[src/design/acmad_pkg.sv]
// ----------------------------------------------------------------------------
// acmad_pkg
// Shared types and constants of the current mean-abs-deviation block.
// ----------------------------------------------------------------------------
`default_nettype none

package acmad_pkg;

  localparam int WL_W       = 11;  // window_len register width
  localparam int SCALE_W    = 16;  // scale_q8 register width
  localparam int OUT_W      = 16;  // current_ma width
  localparam int FRAC_W     = 8;   // fraction bits of the running averages
  localparam int CFG_IDX_W  = 8;
  localparam int CFG_DATA_W = 16;

  localparam logic [WL_W-1:0]    WINDOW_RST = 11'd64;
  localparam logic [SCALE_W-1:0] SCALE_RST  = 16'd6250;
  localparam logic [OUT_W-1:0]   OUT_MAX    = 16'hFFFF;

  // register indexes of the configuration port
  typedef enum logic [CFG_IDX_W-1:0] {
    CFG_WINDOW_LEN = 8'd0,
    CFG_SCALE_Q8   = 8'd1
  } cfg_reg_t;

  // divider status toward the sequencer
  typedef struct packed {
    logic busy;
    logic done;
  } div_stat_t;

endpackage

`default_nettype wire

[src/design/ac_current_mean_abs_deviation.sv]
// ----------------------------------------------------------------------------
// ac_current_mean_abs_deviation
// Running mean absolute deviation of a current-sensor ADC stream, in mA.
// ----------------------------------------------------------------------------
// usage:
//   in_*  : one raw ADC sample per item, in_tdata[SAMPLE_BITS-1:0]
//   out_* : one current_ma item per sample once warm-up is over
//   cfg_* : register writes, index 0 window_len (N), index 1 scale_q8 (Q8.8);
//           write only while the block is idle, cfg_ready is always high
// the block keeps a sample count, a running mean with weight 1/N and a
// running mean of |mean - sample|; samples up to 2N-1 give no item
// timing: one sample is worked at a time; in_tready is high only in idle.
//   each running-average update is one multiply plus one pass of the shared
//   divider (one quotient bit per cycle); a sample that yields an item runs
//   both updates, the scale multiply and the saturation step from accept to
//   the next accept; early warm-up samples are shorter
// latency: the item appears in the output register on the cycle the
//   sample's work ends; out_tdata holds until taken
// stall: the output register lets the next sample be accepted while an item
//   waits; a finished item stalls the sequencer only if the register is full
// reset (rst_n, synchronous): count and averages cleared, N = 64, scale 6250
// ----------------------------------------------------------------------------
`default_nettype none

module ac_current_mean_abs_deviation #(
  parameter int SAMPLE_BITS = 12,   // 8 .. 16
  parameter int MAX_WINDOW  = 1024  // 4 .. 4096
) (
  input  wire logic                                 clk,
  input  wire logic                                 rst_n,
  // input channel
  input  wire logic                                 in_tvalid,
  output logic                                      in_tready,
  input  wire logic [((SAMPLE_BITS+7)/8)*8-1:0]     in_tdata,   // sample, zero padding
  // result channel
  output logic                                      out_tvalid,
  input  wire logic                                 out_tready,
  output logic [acmad_pkg::OUT_W-1:0]               out_tdata,  // current_ma
  // configuration channel
  input  wire logic                                 cfg_valid,
  output logic                                      cfg_ready,
  input  wire logic [acmad_pkg::CFG_IDX_W-1:0]      cfg_index,
  input  wire logic [acmad_pkg::CFG_DATA_W-1:0]     cfg_data
);
  import acmad_pkg::*;

  localparam int NW    = $clog2(MAX_WINDOW + 1);        // effective N
  localparam int AVG_W = SAMPLE_BITS + FRAC_W;          // Q8 sample and averages
  localparam int NUM_W = AVG_W + NW;                    // avg*(N-1)+x
  localparam int CNT_W = $clog2(2 * MAX_WINDOW + 2);    // count incl. increment
  localparam int MB_W  = (NW > SCALE_W) ? NW : SCALE_W; // multiplier b operand
  localparam int CW    = (NW > WL_W) ? NW : WL_W;       // clamp compare width
  localparam int PW    = AVG_W + MB_W;                  // product width

  typedef enum logic [2:0] {
    S_IDLE,
    S_MUL,    // avg * (N-1)
    S_LOAD,   // add sample, start divider
    S_DIV,    // wait for quotient
    S_SCALE,  // dev_avg * scale
    S_SAT     // saturate into output register
  } state_t;

  state_t state_r, state_nxt;

  // configuration
  logic [WL_W-1:0]    window_len_r, window_len_nxt;
  logic [SCALE_W-1:0] scale_r, scale_nxt;

  // model state
  logic [CNT_W-1:0]   cnt_r, cnt_nxt;
  logic [AVG_W-1:0]   mean_r, mean_nxt;
  logic [AVG_W-1:0]   dev_avg_r, dev_avg_nxt;

  // working registers
  logic               phase_r, phase_nxt;  // 0: mean update, 1: deviation update
  logic [AVG_W-1:0]   x_r, x_nxt;          // sample in Q8
  logic [AVG_W-1:0]   a_r, a_nxt;          // average being updated
  logic [AVG_W-1:0]   b_r, b_nxt;          // new value folded in
  logic [PW-1:0]      prod_r, prod_nxt;
  logic               out_tvalid_r, out_tvalid_nxt;
  logic [OUT_W-1:0]   out_tdata_r, out_tdata_nxt;

  // effective window and derived compares
  logic [CW-1:0]      wl_ext;
  logic [CW-1:0]      n_ext;
  logic [NW-1:0]      n;
  logic [CNT_W-1:0]   n_cnt;
  logic [CNT_W-1:0]   n2_cnt;
  logic [CNT_W-1:0]   cnt_inc;

  // shared multiplier
  logic [AVG_W-1:0]   mul_a;
  logic [MB_W-1:0]    mul_b;

  // divider
  logic               div_start;
  logic [NUM_W-1:0]   div_num;
  logic [AVG_W-1:0]   div_quo;
  div_stat_t          div_stat;

  logic [AVG_W-1:0]   dev;
  logic [AVG_W-1:0]   scaled;
  logic [OUT_W-1:0]   sat_val;

  // clamp window_len to [2, MAX_WINDOW]
  always_comb begin
    wl_ext = CW'(window_len_r);
    if (wl_ext < CW'(2)) begin
      n_ext = CW'(2);
    end else if (wl_ext > CW'(MAX_WINDOW)) begin
      n_ext = CW'(MAX_WINDOW);
    end else begin
      n_ext = wl_ext;
    end
    n       = n_ext[NW-1:0];
    n_cnt   = CNT_W'(n);
    n2_cnt  = CNT_W'({n, 1'b0});
    cnt_inc = cnt_r + CNT_W'(1);
  end

  // one multiplier serves the average weight and the output scale
  assign mul_a = (state_r == S_SCALE) ? dev_avg_r : a_r;
  assign mul_b = (state_r == S_SCALE) ? MB_W'(scale_r) : MB_W'(n - NW'(1));

  assign div_start = (state_r == S_LOAD);
  assign div_num   = NUM_W'(prod_r) + NUM_W'(b_r);

  acmad_div #(
    .QW (AVG_W),
    .DW (NW)
  ) u_div (
    .clk      (clk),
    .rst_n    (rst_n),
    .start    (div_start),
    .dividend (div_num),
    .divisor  (n),
    .quotient (div_quo),
    .stat     (div_stat)
  );

  // deviation from the freshly updated mean
  assign dev = (div_quo >= x_r) ? (div_quo - x_r) : (x_r - div_quo);

  // Q8 * Q8.8 -> drop 16 bits, saturate
  assign scaled  = prod_r[AVG_W+15:16];
  assign sat_val = (scaled > AVG_W'(OUT_MAX)) ? OUT_MAX : scaled[OUT_W-1:0];

  always_comb begin
    state_nxt      = state_r;
    window_len_nxt = window_len_r;
    scale_nxt      = scale_r;
    cnt_nxt        = cnt_r;
    mean_nxt       = mean_r;
    dev_avg_nxt    = dev_avg_r;
    phase_nxt      = phase_r;
    x_nxt          = x_r;
    a_nxt          = a_r;
    b_nxt          = b_r;
    prod_nxt       = prod_r;
    out_tvalid_nxt = out_tvalid_r && !out_tready;
    out_tdata_nxt  = out_tdata_r;

    if (cfg_valid) begin
      case (cfg_index)
        CFG_WINDOW_LEN: window_len_nxt = cfg_data[WL_W-1:0];
        CFG_SCALE_Q8:   scale_nxt      = cfg_data[SCALE_W-1:0];
        default:        ;
      endcase
    end

    case (state_r)
      S_IDLE: begin
        if (in_tvalid) begin
          x_nxt   = {in_tdata[SAMPLE_BITS-1:0], {FRAC_W{1'b0}}};
          cnt_nxt = cnt_inc;
          if (cnt_inc == CNT_W'(1)) begin
            // first sample loads the mean directly
            mean_nxt = {in_tdata[SAMPLE_BITS-1:0], {FRAC_W{1'b0}}};
          end else begin
            a_nxt     = mean_r;
            b_nxt     = {in_tdata[SAMPLE_BITS-1:0], {FRAC_W{1'b0}}};
            phase_nxt = 1'b0;
            state_nxt = S_MUL;
          end
        end
      end
      S_MUL: begin
        prod_nxt  = PW'(mul_a * mul_b);
        state_nxt = S_LOAD;
      end
      S_LOAD: begin
        state_nxt = S_DIV;
      end
      S_DIV: begin
        if (div_stat.done) begin
          if (!phase_r) begin
            mean_nxt = div_quo;
            if (cnt_r < n_cnt) begin
              state_nxt = S_IDLE;
            end else begin
              // deviation average is seeded when the count hits N
              a_nxt     = (cnt_r == n_cnt) ? dev : dev_avg_r;
              b_nxt     = dev;
              phase_nxt = 1'b1;
              state_nxt = S_MUL;
            end
          end else begin
            dev_avg_nxt = div_quo;
            if (cnt_r >= n2_cnt) begin
              cnt_nxt   = n2_cnt;
              state_nxt = S_SCALE;
            end else begin
              state_nxt = S_IDLE;
            end
          end
        end
      end
      S_SCALE: begin
        prod_nxt  = PW'(mul_a * mul_b);
        state_nxt = S_SAT;
      end
      S_SAT: begin
        if (!out_tvalid_r || out_tready) begin
          out_tvalid_nxt = 1'b1;
          out_tdata_nxt  = sat_val;
          state_nxt      = S_IDLE;
        end
      end
      default: begin
        state_nxt = S_IDLE;
      end
    endcase
  end

  always_ff @(posedge clk) begin
    if (!rst_n) begin
      state_r      <= S_IDLE;
      window_len_r <= WINDOW_RST;
      scale_r      <= SCALE_RST;
      cnt_r        <= '0;
      mean_r       <= '0;
      dev_avg_r    <= '0;
      phase_r      <= 1'b0;
      out_tvalid_r <= 1'b0;
    end else begin
      state_r      <= state_nxt;
      window_len_r <= window_len_nxt;
      scale_r      <= scale_nxt;
      cnt_r        <= cnt_nxt;
      mean_r       <= mean_nxt;
      dev_avg_r    <= dev_avg_nxt;
      phase_r      <= phase_nxt;
      out_tvalid_r <= out_tvalid_nxt;
      x_r          <= x_nxt;
      a_r          <= a_nxt;
      b_r          <= b_nxt;
      prod_r       <= prod_nxt;
      out_tdata_r  <= out_tdata_nxt;
    end
  end

  assign in_tready  = (state_r == S_IDLE);
  assign out_tvalid = out_tvalid_r;
  assign out_tdata  = out_tdata_r;
  assign cfg_ready  = 1'b1;

`ifndef NO_ASSERTIONS
  // count is held at 2N, one above it while a sample is being worked
  a_cnt_bound: assert property (@(posedge clk) disable iff (!rst_n)
    cnt_r <= CNT_W'(2 * MAX_WINDOW + 1))
    else $error("sample count beyond 2*MAX_WINDOW+1");

  // a new item only comes out of the saturation step
  a_out_src: assert property (@(posedge clk) disable iff (!rst_n)
    (out_tvalid_nxt && !(out_tvalid_r && !out_tready)) |-> state_r == S_SAT)
    else $error("output item written outside saturation step");

  // the divider finishes only while the sequencer waits on it
  a_div_done: assert property (@(posedge clk) disable iff (!rst_n)
    div_stat.done |-> state_r == S_DIV)
    else $error("divider done outside wait state");

  // divider is never restarted while busy
  a_div_busy: assert property (@(posedge clk) disable iff (!rst_n)
    div_start |-> !div_stat.busy)
    else $error("divider started while busy");
`endif

endmodule

`default_nettype wire

[src/design/acmad_div.sv]
// ----------------------------------------------------------------------------
// acmad_div
// Iterative restoring divider, one quotient bit per cycle.
// ----------------------------------------------------------------------------
`default_nettype none

module acmad_div #(
  parameter int QW = 20,  // quotient bits, quotient known to fit
  parameter int DW = 11   // divisor bits
) (
  input  wire logic                  clk,
  input  wire logic                  rst_n,
  input  wire logic                  start,
  input  wire logic [QW+DW-1:0]      dividend,
  input  wire logic [DW-1:0]         divisor,
  output logic      [QW-1:0]         quotient,
  output acmad_pkg::div_stat_t       stat
);
  import acmad_pkg::*;

  localparam int SW = $clog2(QW + 1);

  logic          busy_r;
  logic          done_r;
  logic [SW-1:0] step_r;
  logic [DW-1:0] rem_r;
  logic [QW-1:0] quo_r;
  logic [DW-1:0] den_r;
  logic [DW+1:0] trial;
  logic          fits;

  // partial remainder with the next dividend bit, minus the divisor
  always_comb begin
    trial = {1'b0, rem_r, quo_r[QW-1]} - {2'b00, den_r};
    fits  = ~trial[DW+1];
  end

  always_ff @(posedge clk) begin
    if (!rst_n) begin
      busy_r <= 1'b0;
      done_r <= 1'b0;
      step_r <= '0;
    end else begin
      done_r <= 1'b0;
      if (start) begin
        busy_r <= 1'b1;
        step_r <= SW'(QW);
      end else if (busy_r) begin
        step_r <= step_r - SW'(1);
        if (step_r == SW'(1)) begin
          busy_r <= 1'b0;
          done_r <= 1'b1;
        end
      end
    end
  end

  // datapath: upper dividend bits stay below the divisor, so QW steps suffice
  always_ff @(posedge clk) begin
    if (start) begin
      rem_r <= dividend[QW+DW-1:QW];
      quo_r <= dividend[QW-1:0];
      den_r <= divisor;
    end else if (busy_r) begin
      rem_r <= fits ? trial[DW-1:0] : {rem_r[DW-2:0], quo_r[QW-1]};
      quo_r <= {quo_r[QW-2:0], fits};
    end
  end

  assign quotient  = quo_r;
  assign stat.busy = busy_r;
  assign stat.done = done_r;

endmodule

`default_nettype wire
[config.mk]
export PLATFORM = sky130hd
export DESIGN_NAME = ac_current_mean_abs_deviation
export DESIGN_NICKNAME = d
export VERILOG_FILES = /design/src/design/acmad_pkg.sv /design/src/design/ac_current_mean_abs_deviation.sv /design/src/design/acmad_div.sv
export SDC_FILE = /design/constraint.sdc
export NUM_CORES = 1
export LEC_CHECK = 0
export ABC_AREA = 1
export BUFFER_PORTS_ARGS = -buffer_cell sky130_fd_sc_hd__buf_2
export CAP_MARGIN = 10
export CORE_MARGIN = 10
export CORE_UTILIZATION = 60
export CTS_CLUSTER_SIZE = 24
export DETAILED_ROUTE_END_ITERATION = 16
export GPL_TIMING_DRIVEN = 0
export PLACE_DENSITY = 0.76
export SLEW_MARGIN = 20
export SYNTH_ARGS = -nofsm -noshare
export SYNTH_HDL_FRONTEND = slang
export SYNTH_SLANG_ARGS = --single-unit
export TNS_END_PERCENT = 1
[constraint.sdc]
create_clock -name clk -period 8.7 [get_ports clk]
set_input_delay 1.305 -clock clk [delete_from_list [all_inputs] [get_ports clk]]
set_output_delay 1.305 -clock clk [all_outputs]
set_load 0.05 [all_outputs]
; ---- Yosys cells after proc, flatten, opt, wreduce, memory -nomap -nowiden
; Cells that the tools add are included.
[totals]
in_bits = 45
elab_cells = 132
out_inout_bits = 19
register_bits = 237
[classes]
n_lt_le_gt_ge = 6
multipliers = 1
bitwise_logic = 3
addsub = 7
n_eq_ne = 18
n_mux = 55
reduce_logical = 22
[ops]
columns = cell, n
row1 = $mux 20, 19
row2 = $pmux 20 s2, 3
row3 = $mux 11, 5
row4 = $mux 12, 4
row5 = $sub 20x20->20, 2
row6 = $mul 20x16->36, 1
row7 = $add 31x20->31, 1
row8 = $pmux 12 s2, 1
row9 = $ge 20x20->1, 1
row10 = $gt 20x16->1 const B, 1
row11 = $mux 3, 6
row12 = $pmux 3 s6, 1
row13 = $mux 16, 1
row14 = $ne 2x2->1 const B, 7
row15 = $sub 12x11->13, 1
row16 = $add 12x1->12 const B, 1
row17 = $eq 12x1->1 const B, 1
row18 = $eq 12x11->1, 1
row19 = $ge 12x12->1, 1
row20 = $lt 12x11->1, 1
row21 = $mux 1, 12
row22 = $sub 11x1->12 const B, 1
row23 = $gt 11x11->1 const B, 1
row24 = $lt 11x2->1 const B, 1
row25 = 23 further kinds, 38

; ---- Longest topological paths before layout
; Gate-level depths: netlist (run 1).
[logic_depth]
ltp_word = 9
mapped_depth = 42
depth_no_buf = 40

; ---- Modules after synthesis
; A second synthesis (run 1) with hierarchy kept.
[unflattened]
hier_cells = 3255
hier_area_um2 = 25308.0
[by_module_without_submodules]
columns = module, cells_per_inst, seq_area_each_um2, area_each_um2, n_inst
row1 = ac_current_mean_abs_deviation, 2906, 4804.6, 22441.5, 1
row2 = acmad_div, 349, 1401.3, 2866.5, 1

; ---- Least setup slack after synthesis (run 1)
; Ideal clock, no wire load.
[synth_path]
kind = reg2reg
startpoint = register window_len_r[5]
endpoint = register prod_r[22] (data pin)
required_ns = 8.441
setup_slack_ns = 2.011
synth_period_minus_slack_ns = 6.689
n_path_buf = 2
stages_incl_launch_ff = 37
setup_ns = 0.259
arrival_ns = 6.430
path_cell_list = dfxtp_1 -> nor2_1 -> nand2_1 -> nor2_2 -> nand2_2 -> nand2_2 -> buf_6 -> nand2_4 -> nand2_4 -> inv_1 -> ha_1 -> nand2_2 -> nor2_4 -> xor2_2 -> nand2_4 -> nand2_4 -> buf_6 -> nor2_1 -> fa_1 -> inv_1 -> fa_1 -> fa_1 -> inv_1 -> fa_1 -> fa_1 -> inv_1 -> fa_1 -> inv_1 -> ha_1 -> a21oi_1 -> a21boi_0 -> o21ai_0 -> nand2_1 -> nand2_1 -> nand2_1 -> nand2_1 -> xor2_1
[synth_between]
elab_chain_cells = 6
elab_cells_between_ends = 7
classes_between = add/sub (1) / mul (1) / order compare (2) / mux (3)
[synth_lines]
columns = item, line_no
row1 = "start, declared", ac_current_mean_abs_deviation.sv:67  ; logic [WL_W-1:0] window_len_r, window_len_nxt;
row2 = "start signal, assigned", ac_current_mean_abs_deviation.sv:248  ; window_len_r <= window_len_nxt;
row3 = $gt 11x11->1, ac_current_mean_abs_deviation.sv:111  ; end else if (wl_ext > CW'(MAX_WINDOW)) begin
row4 = $mux 11, ac_current_mean_abs_deviation.sv:111
row5 = $mux 11 *, ac_current_mean_abs_deviation.sv:109  ; if (wl_ext < CW'(2)) begin
row6 = named net n[1], ac_current_mean_abs_deviation.sv:87  ; logic [NW-1:0] n;
row7 = $sub 11x1->12 *, ac_current_mean_abs_deviation.sv:124  ; assign mul_b = (state_r == S_SCALE) ? MB_W'(scale_r) : MB_W'(n - NW'(1));
row8 = $mux 16 *, ac_current_mean_abs_deviation.sv:124
row9 = $mul 20x16->36 *, "ac_current_mean_abs_deviation.sv:189, ac_current_mean_abs_deviation.sv:220"
row10 = "end signal, assigned", ac_current_mean_abs_deviation.sv:258  ; prod_r <= prod_nxt;
row11 = "end, declared", ac_current_mean_abs_deviation.sv:80  ; logic [PW-1:0] prod_r, prod_nxt;
; Mark *: on every way through the listed nets, which the timed path passes. The rest lies on a longest branch.
; A chain may end at the register's enable or synchronous reset.

; ---- Worst setup path in the final report (run 1)
[layout_path]
startpoint = register window_len_r[10]
endpoint = register prod_r[22] (data pin)
; The elaborated chain is that of the path after synthesis.

==> impl_results.md, run 1 <==
- Syn Std Cell Area: 0.0250 mm^2
- DR WL/cell: 21.1 um
- Crit-path slowest cell: o21ai_0
- Layout area overhead: 8.28%
- Min-delay src: mean_r[19]
- Cell area after layout: 0.0271 mm^2
- # rows: 74
- Clk_skew: 0.0432 ns
- Crit path time final: 8.21 ns
- Most used DFF post-synth: edfxtp_1
- HP Class: register to register
- Final WL: 81100 um
- Final setup TNS: 0 ns
- CTS sink count: 237
- Placed cell area: 0.0261 mm^2
- Fin. Hold Viols: 0
- Main area contributors after synthesis: fa_1, edfxtp_1, nand2_1
- Die extent in y: 224 um
- Max Root-Sink Buffers: 3
- Post-synth EDFFs: 146
- Final Cycle Share: 94.4%
- CTS tree: yes
- Slew Limit Fails: 0
- Die footprint: 0.0503 mm^2
- CP startpoint: window_len_r[10]
- F_max: 122 MHz
- Post-synthesis sequential area ratio: 24.8%
- Largest net degree at the start of global routing: 30
- Synth Area per Inst: 7.84 um^2
- H-tree depth: 1
- Register bit count reported by yosys: 237
- GRT Util Overall: 32.1%
- Setup crit end kind: register
- Post-synth top area share: 20.2%
- Core area: 0.0410 mm^2
- Fraction of layout cells with a size suffix above 1: 7.83%
- Clk root buf: clkbuf_16
- Worst slew pin tran: 1.17 ns
- Initial core utilization: 61.0%
- Post-DRT Antenna Nets: 0
- Max-slew headroom: 21.0%
- Critical path's largest stage delay: 0.58 ns
- Count of buffers from port buffering: 57
- Most frequent cell after synthesis: nand2_1
- DRC: 0
- RSZ-0062 raised after global routing: false
- Detailed placement HPWL: 65700 um
- Synth top cells by count: nand2_1, inv_1, nor2_1, fa_1, nand3_1
- Clock Latency Late Sink: 0.60 ns
- Placed insts: 3788
- CP delay by family, top: adder cells
- Detailed Route Iter0 Violations: 2655
- Data required time of the critical path: 9.10 ns
- Vias: 22.7k
- Synth Net Count: 3678
- Crit Path Category: register to register
- Vias per cell: 5.91
- Maxcap violations: 0
- Vias in the first global route: 22.3k
- Nets@finish: 3773
- Top cell type by total area after synthesis: fa_1
- Cell Count, Final, Fillers Out: 3840
- Initial antenna violation count: 3
- Synth unique cells: 54
- Drt first pass iters: 10
- Ports: 64
- Endpoints failing setup: 0
- Post-synthesis async set-or-reset flop share: 0%
- Placer Congestion: 1.04
- FILL cells: 3563
- Most used cell, CP: nand2_1
- Num CTS Buffers: 28
- Critical Path AT: 8.61 ns
- Worst setup SP type: register
- Worst-path clk slew: 0.06 ns
- Synth Instances: 3191
- FF-to-FF Start: window_len_r[10]
- Outcome: finished, final reports clean
- CP max FO: 10
- WP buf/inv: 7
- Ant diodes: 0
- Die X: 224 um
- GRT Residual Overflow: 0
- First-pass GRT wire length: 126000 um
- YS warnings: 0
[worst paths after layout]
check | endpoint | slack [ns] | depth (start not counted)
max | prod_r[22] | 0.49 | 28
min | mean_r[19] | 0.47 | 2
max reg2reg | prod_r[22] | 0.49 | 28
min reg2reg | mean_r[19] | 0.47 | 2
[metrics by stage]
stage | util, % | hold WS, ns | worst slack [ns]
2_1_floorplan | - | 0.434 | 2.01
3_3_place_gp | 63.3 | 0.448 | 0.517
3_5_place_dp | 63.7 | 0.451 | 0.411
4_1_cts | 66.0 | 0.468 | 0.365
5_1_grt | 66.0 | 0.484 | 0.179
6_report | 66.0 | 0.467 | 0.487
[repair_timing]
item	4_1_cts	5_1_grt
hold buffers	0	0
buffers inserted	0	0
resized for setup	0	1
setup endpoints to repair	0	5
[per-layer routing]
| metal | up-vias | GRT usage (%) | part of all wire [%] |
|---|---|---|---|
| met2 | 1283 | 48.5 | 43 |
| met4 | 2 | 10.5 | 3.8 |
| met1 | 10900 | 43.8 | 41 |
| met5 | - | 0 | 0.016 |
| li1 | 10300 | - | - |
| met3 | 187 | 8.94 | 12 |
[cell type report]
type,instances,area [um^2],area share (%)
Tap cell,532,666,2.46
Multi-Input combinational cell,2296,16200,59.9
Inverter,546,2050,7.58
Clock inverter,17,223,0.822
Sequential cell,237,6210,22.9
Timing Repair Buffer,65,393,1.45
Clock buffer,35,748,2.76
Buffer,112,579,2.14
[cells by family (layout without fill, tap and decap cells)]
kind of cell               after synthesis  count (layout)  share of synthesized area, %
buffers and inverters                  658             775                          10.5
and+or+nand+nor                       1355            1355                          23.0
xor gates and xnor gates                77              77                          2.73
adders and majority gates              442             442                          29.7
AOI/OAI and AO/OA                      421             421                          9.24
DFF                                    237             237                          24.8
other                                    1               1                        0.0150
[state kept, by name (all words and copies together), names as in the netlist]
signal          count
prod_r             36
a_r                20
b_r                20
dev_avg_r          20
mean_r             20
u_div.quotient     20
out_tdata          16
scale_r            16
cnt_r              12
x_r                12
u_div.den_r        11
u_div.rem_r        11
window_len_r       11
u_div.step_r        5
state_r             3
out_tvalid          1
phase_r             1
u_div.busy_r        1
u_div.done_r        1
[worst register-to-register path: cells and delay by family, from the launching register on]
kind	cells	cell delay (ns)
AND/OR/NAND/NOR	9	1.22
adder cells (fa/ha/maj)	8	3.67
buffers and inverters	7	1.12
AO/OA/AOI/OAI	3	1.46
XOR/XNOR	1	0.19
flip-flops	1	0.38
[cells in the final DEF, fill, tap and decap left out, types with 60 or more instances in the layout]
| cell | Yosys | layout |
|---|---|---|
| fa_1 | 253 | 253 |
| nor2_1 | 341 | 340 |
| nand2_1 | 663 | 662 |
| dfxtp_1 | 91 | 91 |
| clkbuf_1 | 55 | 60 |
| nand3_1 | 217 | 217 |
| buf_2 | 34 | 91 |
| a21oi_1 | 180 | 178 |
| inv_1 | 533 | 533 |
| edfxtp_1 | 146 | 146 |
| o21ai_0 | 161 | 157 |
| ha_1 | 189 | 189 |
Power of run 1 is not shown: default switching activity piles up to over one toggle a cycle in this logic, so the estimate is an artifact.
==> run 2: changes to the inputs <==
--- a/config.mk
+++ b/config.mk
@@ -12,7 +12,7 @@
 export CORE_UTILIZATION = 60
 export CTS_CLUSTER_SIZE = 24
 export DETAILED_ROUTE_END_ITERATION = 16
-export GPL_TIMING_DRIVEN = 0
+export GPL_TIMING_DRIVEN = 1
 export PLACE_DENSITY = 0.76
 export SLEW_MARGIN = 20
 export SYNTH_ARGS = -nofsm -noshare
==> run 2 against run 1 <==
Fmax increased by 1.5%. Routed wire length is 7.8% lower. Worst hold slack worse by 0.00078 ns. Worst setup slack better by 0.13 ns. Register-to-register slack gained 0.13 ns. Global-route usage is 2.4 points lower. Non-clock buffer count is 78 lower. Critical path type unchanged. Flip-flop and latch count unchanged. Highest routed layer is now met4. Sequential share of layout area increased by 0.32 points. Clock skew down 0.031 ns.
==> impl_results.md, run 2 (synthesis results as in run 1) <==
- Placer Congestion: 1.02 (-1.2%)
- DR WL/cell: 19.9 um (-5.9%)
- Fraction of layout cells with a size suffix above 1: 7.24% (-0.58 points)
- Clk_skew: 0.0120 ns (-0.0312 ns)
- CTS sink count: 237 (unchanged)
- Num CTS Buffers: 28 (unchanged)
- CP max FO: 43 (+33)
- Largest net degree at the start of global routing: 79 (+160%)
- Post-cts sizing count: 0 (unchanged)
- Post-DRT Antenna Nets: 0 (unchanged)
- Initial antenna violation count: 0 (-3)
- Clk root buf: clkbuf_16
- Fin. Hold Viols: 0 (unchanged)
- Max-slew headroom: 26.8% (+5.8 points)
- Final setup TNS: 0 ns (unchanged)
- Data required time of the critical path: 9.00 ns (-0.10 ns)
- Setup crit end kind: register
- Vias: 21.7k (-4.2%)
- Final WL: 74700 um (-7.8%)
- Drt first pass iters: 6 (-4)
- HP Class: register to register
- Die footprint: 0.0503 mm^2 (unchanged)
- Commonest cells after routing, fill and taps aside: nand2_1, inv_1, nor2_1, fa_1, nand3_1
- RSZ-0062 raised after global routing: false
- CTS tree: yes
- Max Root-Sink Buffers: 3 (unchanged)
- Crit-path slowest cell: fa_1
- Layout area overhead: 6.79%
- Vias per cell: 5.78 (-2.2%)
- Worst setup SP type: register
- DRC: 0 (unchanged)
- Initial core utilization: 61.0% (unchanged)
- Crit path time final: 8.09 ns (-0.125 ns)
- Count of buffers from port buffering: 58 (+1.8%)
- # Post-CTS Setup Buffers: 0 (unchanged)
- Outcome: finished, final reports clean
- Core area: 0.0410 mm^2 (unchanged)
- Final Cycle Share: 93.0% (-1.4 points)
- Slew Limit Fails: 0 (unchanged)
- Ports: 64 (unchanged)
- # rows: 74 (unchanged)
- Die X: 224 um (unchanged)
- Nets@finish: 3695 (-2.1%)
- Critical Path AT: 8.39 ns (-0.22 ns)
- GRT Residual Overflow: 0 (unchanged)
- Die extent in y: 224 um (unchanged)
- Worst slew pin tran: 1.10 ns (-0.0756 ns)
- Register area: 0.00621 mm^2 (unchanged)
- Crit Path Category: register to register
- Commonest non-fill, non-tap cell in the layout: nand2_1
- CP delay by family, top: adder cells
- Hold buffers post-CTS: 0 (unchanged)
- Critical path's largest stage delay: 0.62 ns (+0.04 ns)
- F_max: 124 MHz (+1.5%)
- Detailed Route Iter0 Violations: 2220 (-16%)
- Clock Latency Late Sink: 0.56 ns (-0.04 ns)
- H-tree depth: 1 (unchanged)
- Detailed placement HPWL: 58100 um (-12%)
- Endpoints failing setup: 0 (unchanged)
- Maxcap violations: 0 (unchanged)
- Reg with most FFs: prod_r
- Most used cell, CP: fa_1
- Ant diodes: 0 (unchanged)
- Worst-path clk slew: 0.06 ns (about the same)
- WP buf/inv: 8 (+1)
- GRT Util Overall: 29.7% (-2.4 points)
- Area of the multi-input gates: 0.0162 mm^2 (about the same)
- First-pass GRT wire length: 118000 um (-5.9%)
- Vias in the first global route: 21.8k (-2.1%)
- FILL cells: 3628 (+1.8%)
- Max reg flops: 36 (unchanged)
## run 2: changes by cell type in the layout (fill, tap and decap cells not counted), moves of 2 or more
cell / delta
inv_6: +2
clkinv_1: +3
buf_6: -11
buf_2: -33
clkbuf_1: -57
buf_4: +33
o21ai_1: -2
o21ai_0: +3
clkbuf_2: -6
clkinv_2: -4
## run 2: cell type report
cell class	instances	share of cell area, %
multi-input cells	2296	60.7
repair buffers	99	2.24
flip-flops and latches	237	23.2
well taps	532	2.49
clock buffers	35	2.91
inverters	546	7.69
clock inverters	17	0.689
## run 2: metrics by stage
step                      hold slack, ns  worst slack (ns)  utilization (%)  cells  area (um^2)
after detailed placement           0.454             0.794             62.8   3710        25700
after floorplan                    0.434              2.01                -   3191        25000
after global placement             0.448             0.885             62.8   3710        25700
final                              0.466             0.613             65.1   3762        26700
after global routing               0.479             0.141             65.1   3762        26700
after CTS                          0.464             0.762             65.1   3762        26700
## run 2: worst paths after layout
| path | start | endpoint | cells after the start | slack [ns] |
|---|---|---|---|---|
| setup reg to reg | state_r[0] | prod_r[32] | 27 | 0.61 |
| hold reg to reg | mean_r[9] | mean_r[9] | 2 | 0.47 |
| setup / recovery | state_r[0] | prod_r[32] | 27 | 0.61 |
| hold / removal | mean_r[9] | mean_r[9] | 2 | 0.47 |
## run 2: worst min-delay path: cells and delay by family, from the launching register on
kind	cells	cell delay, ns
and+or+nand+nor	1	0.06
AOI/OAI and AO/OA	1	0.05
DFF	1	0.31
## run 2: metal layers
layer / share of wire, % / global-route usage [%] / vias to the layer above
met5: 0 / 0 / -
met4: 3.4 / 9.19 / 0
met3: 11 / 7.96 / 176
met2: 43 / 46.2 / 1080
met1: 42 / 39.9 / 10300
li1: - / - / 10100
Power of run 2 is left out for the same reason.
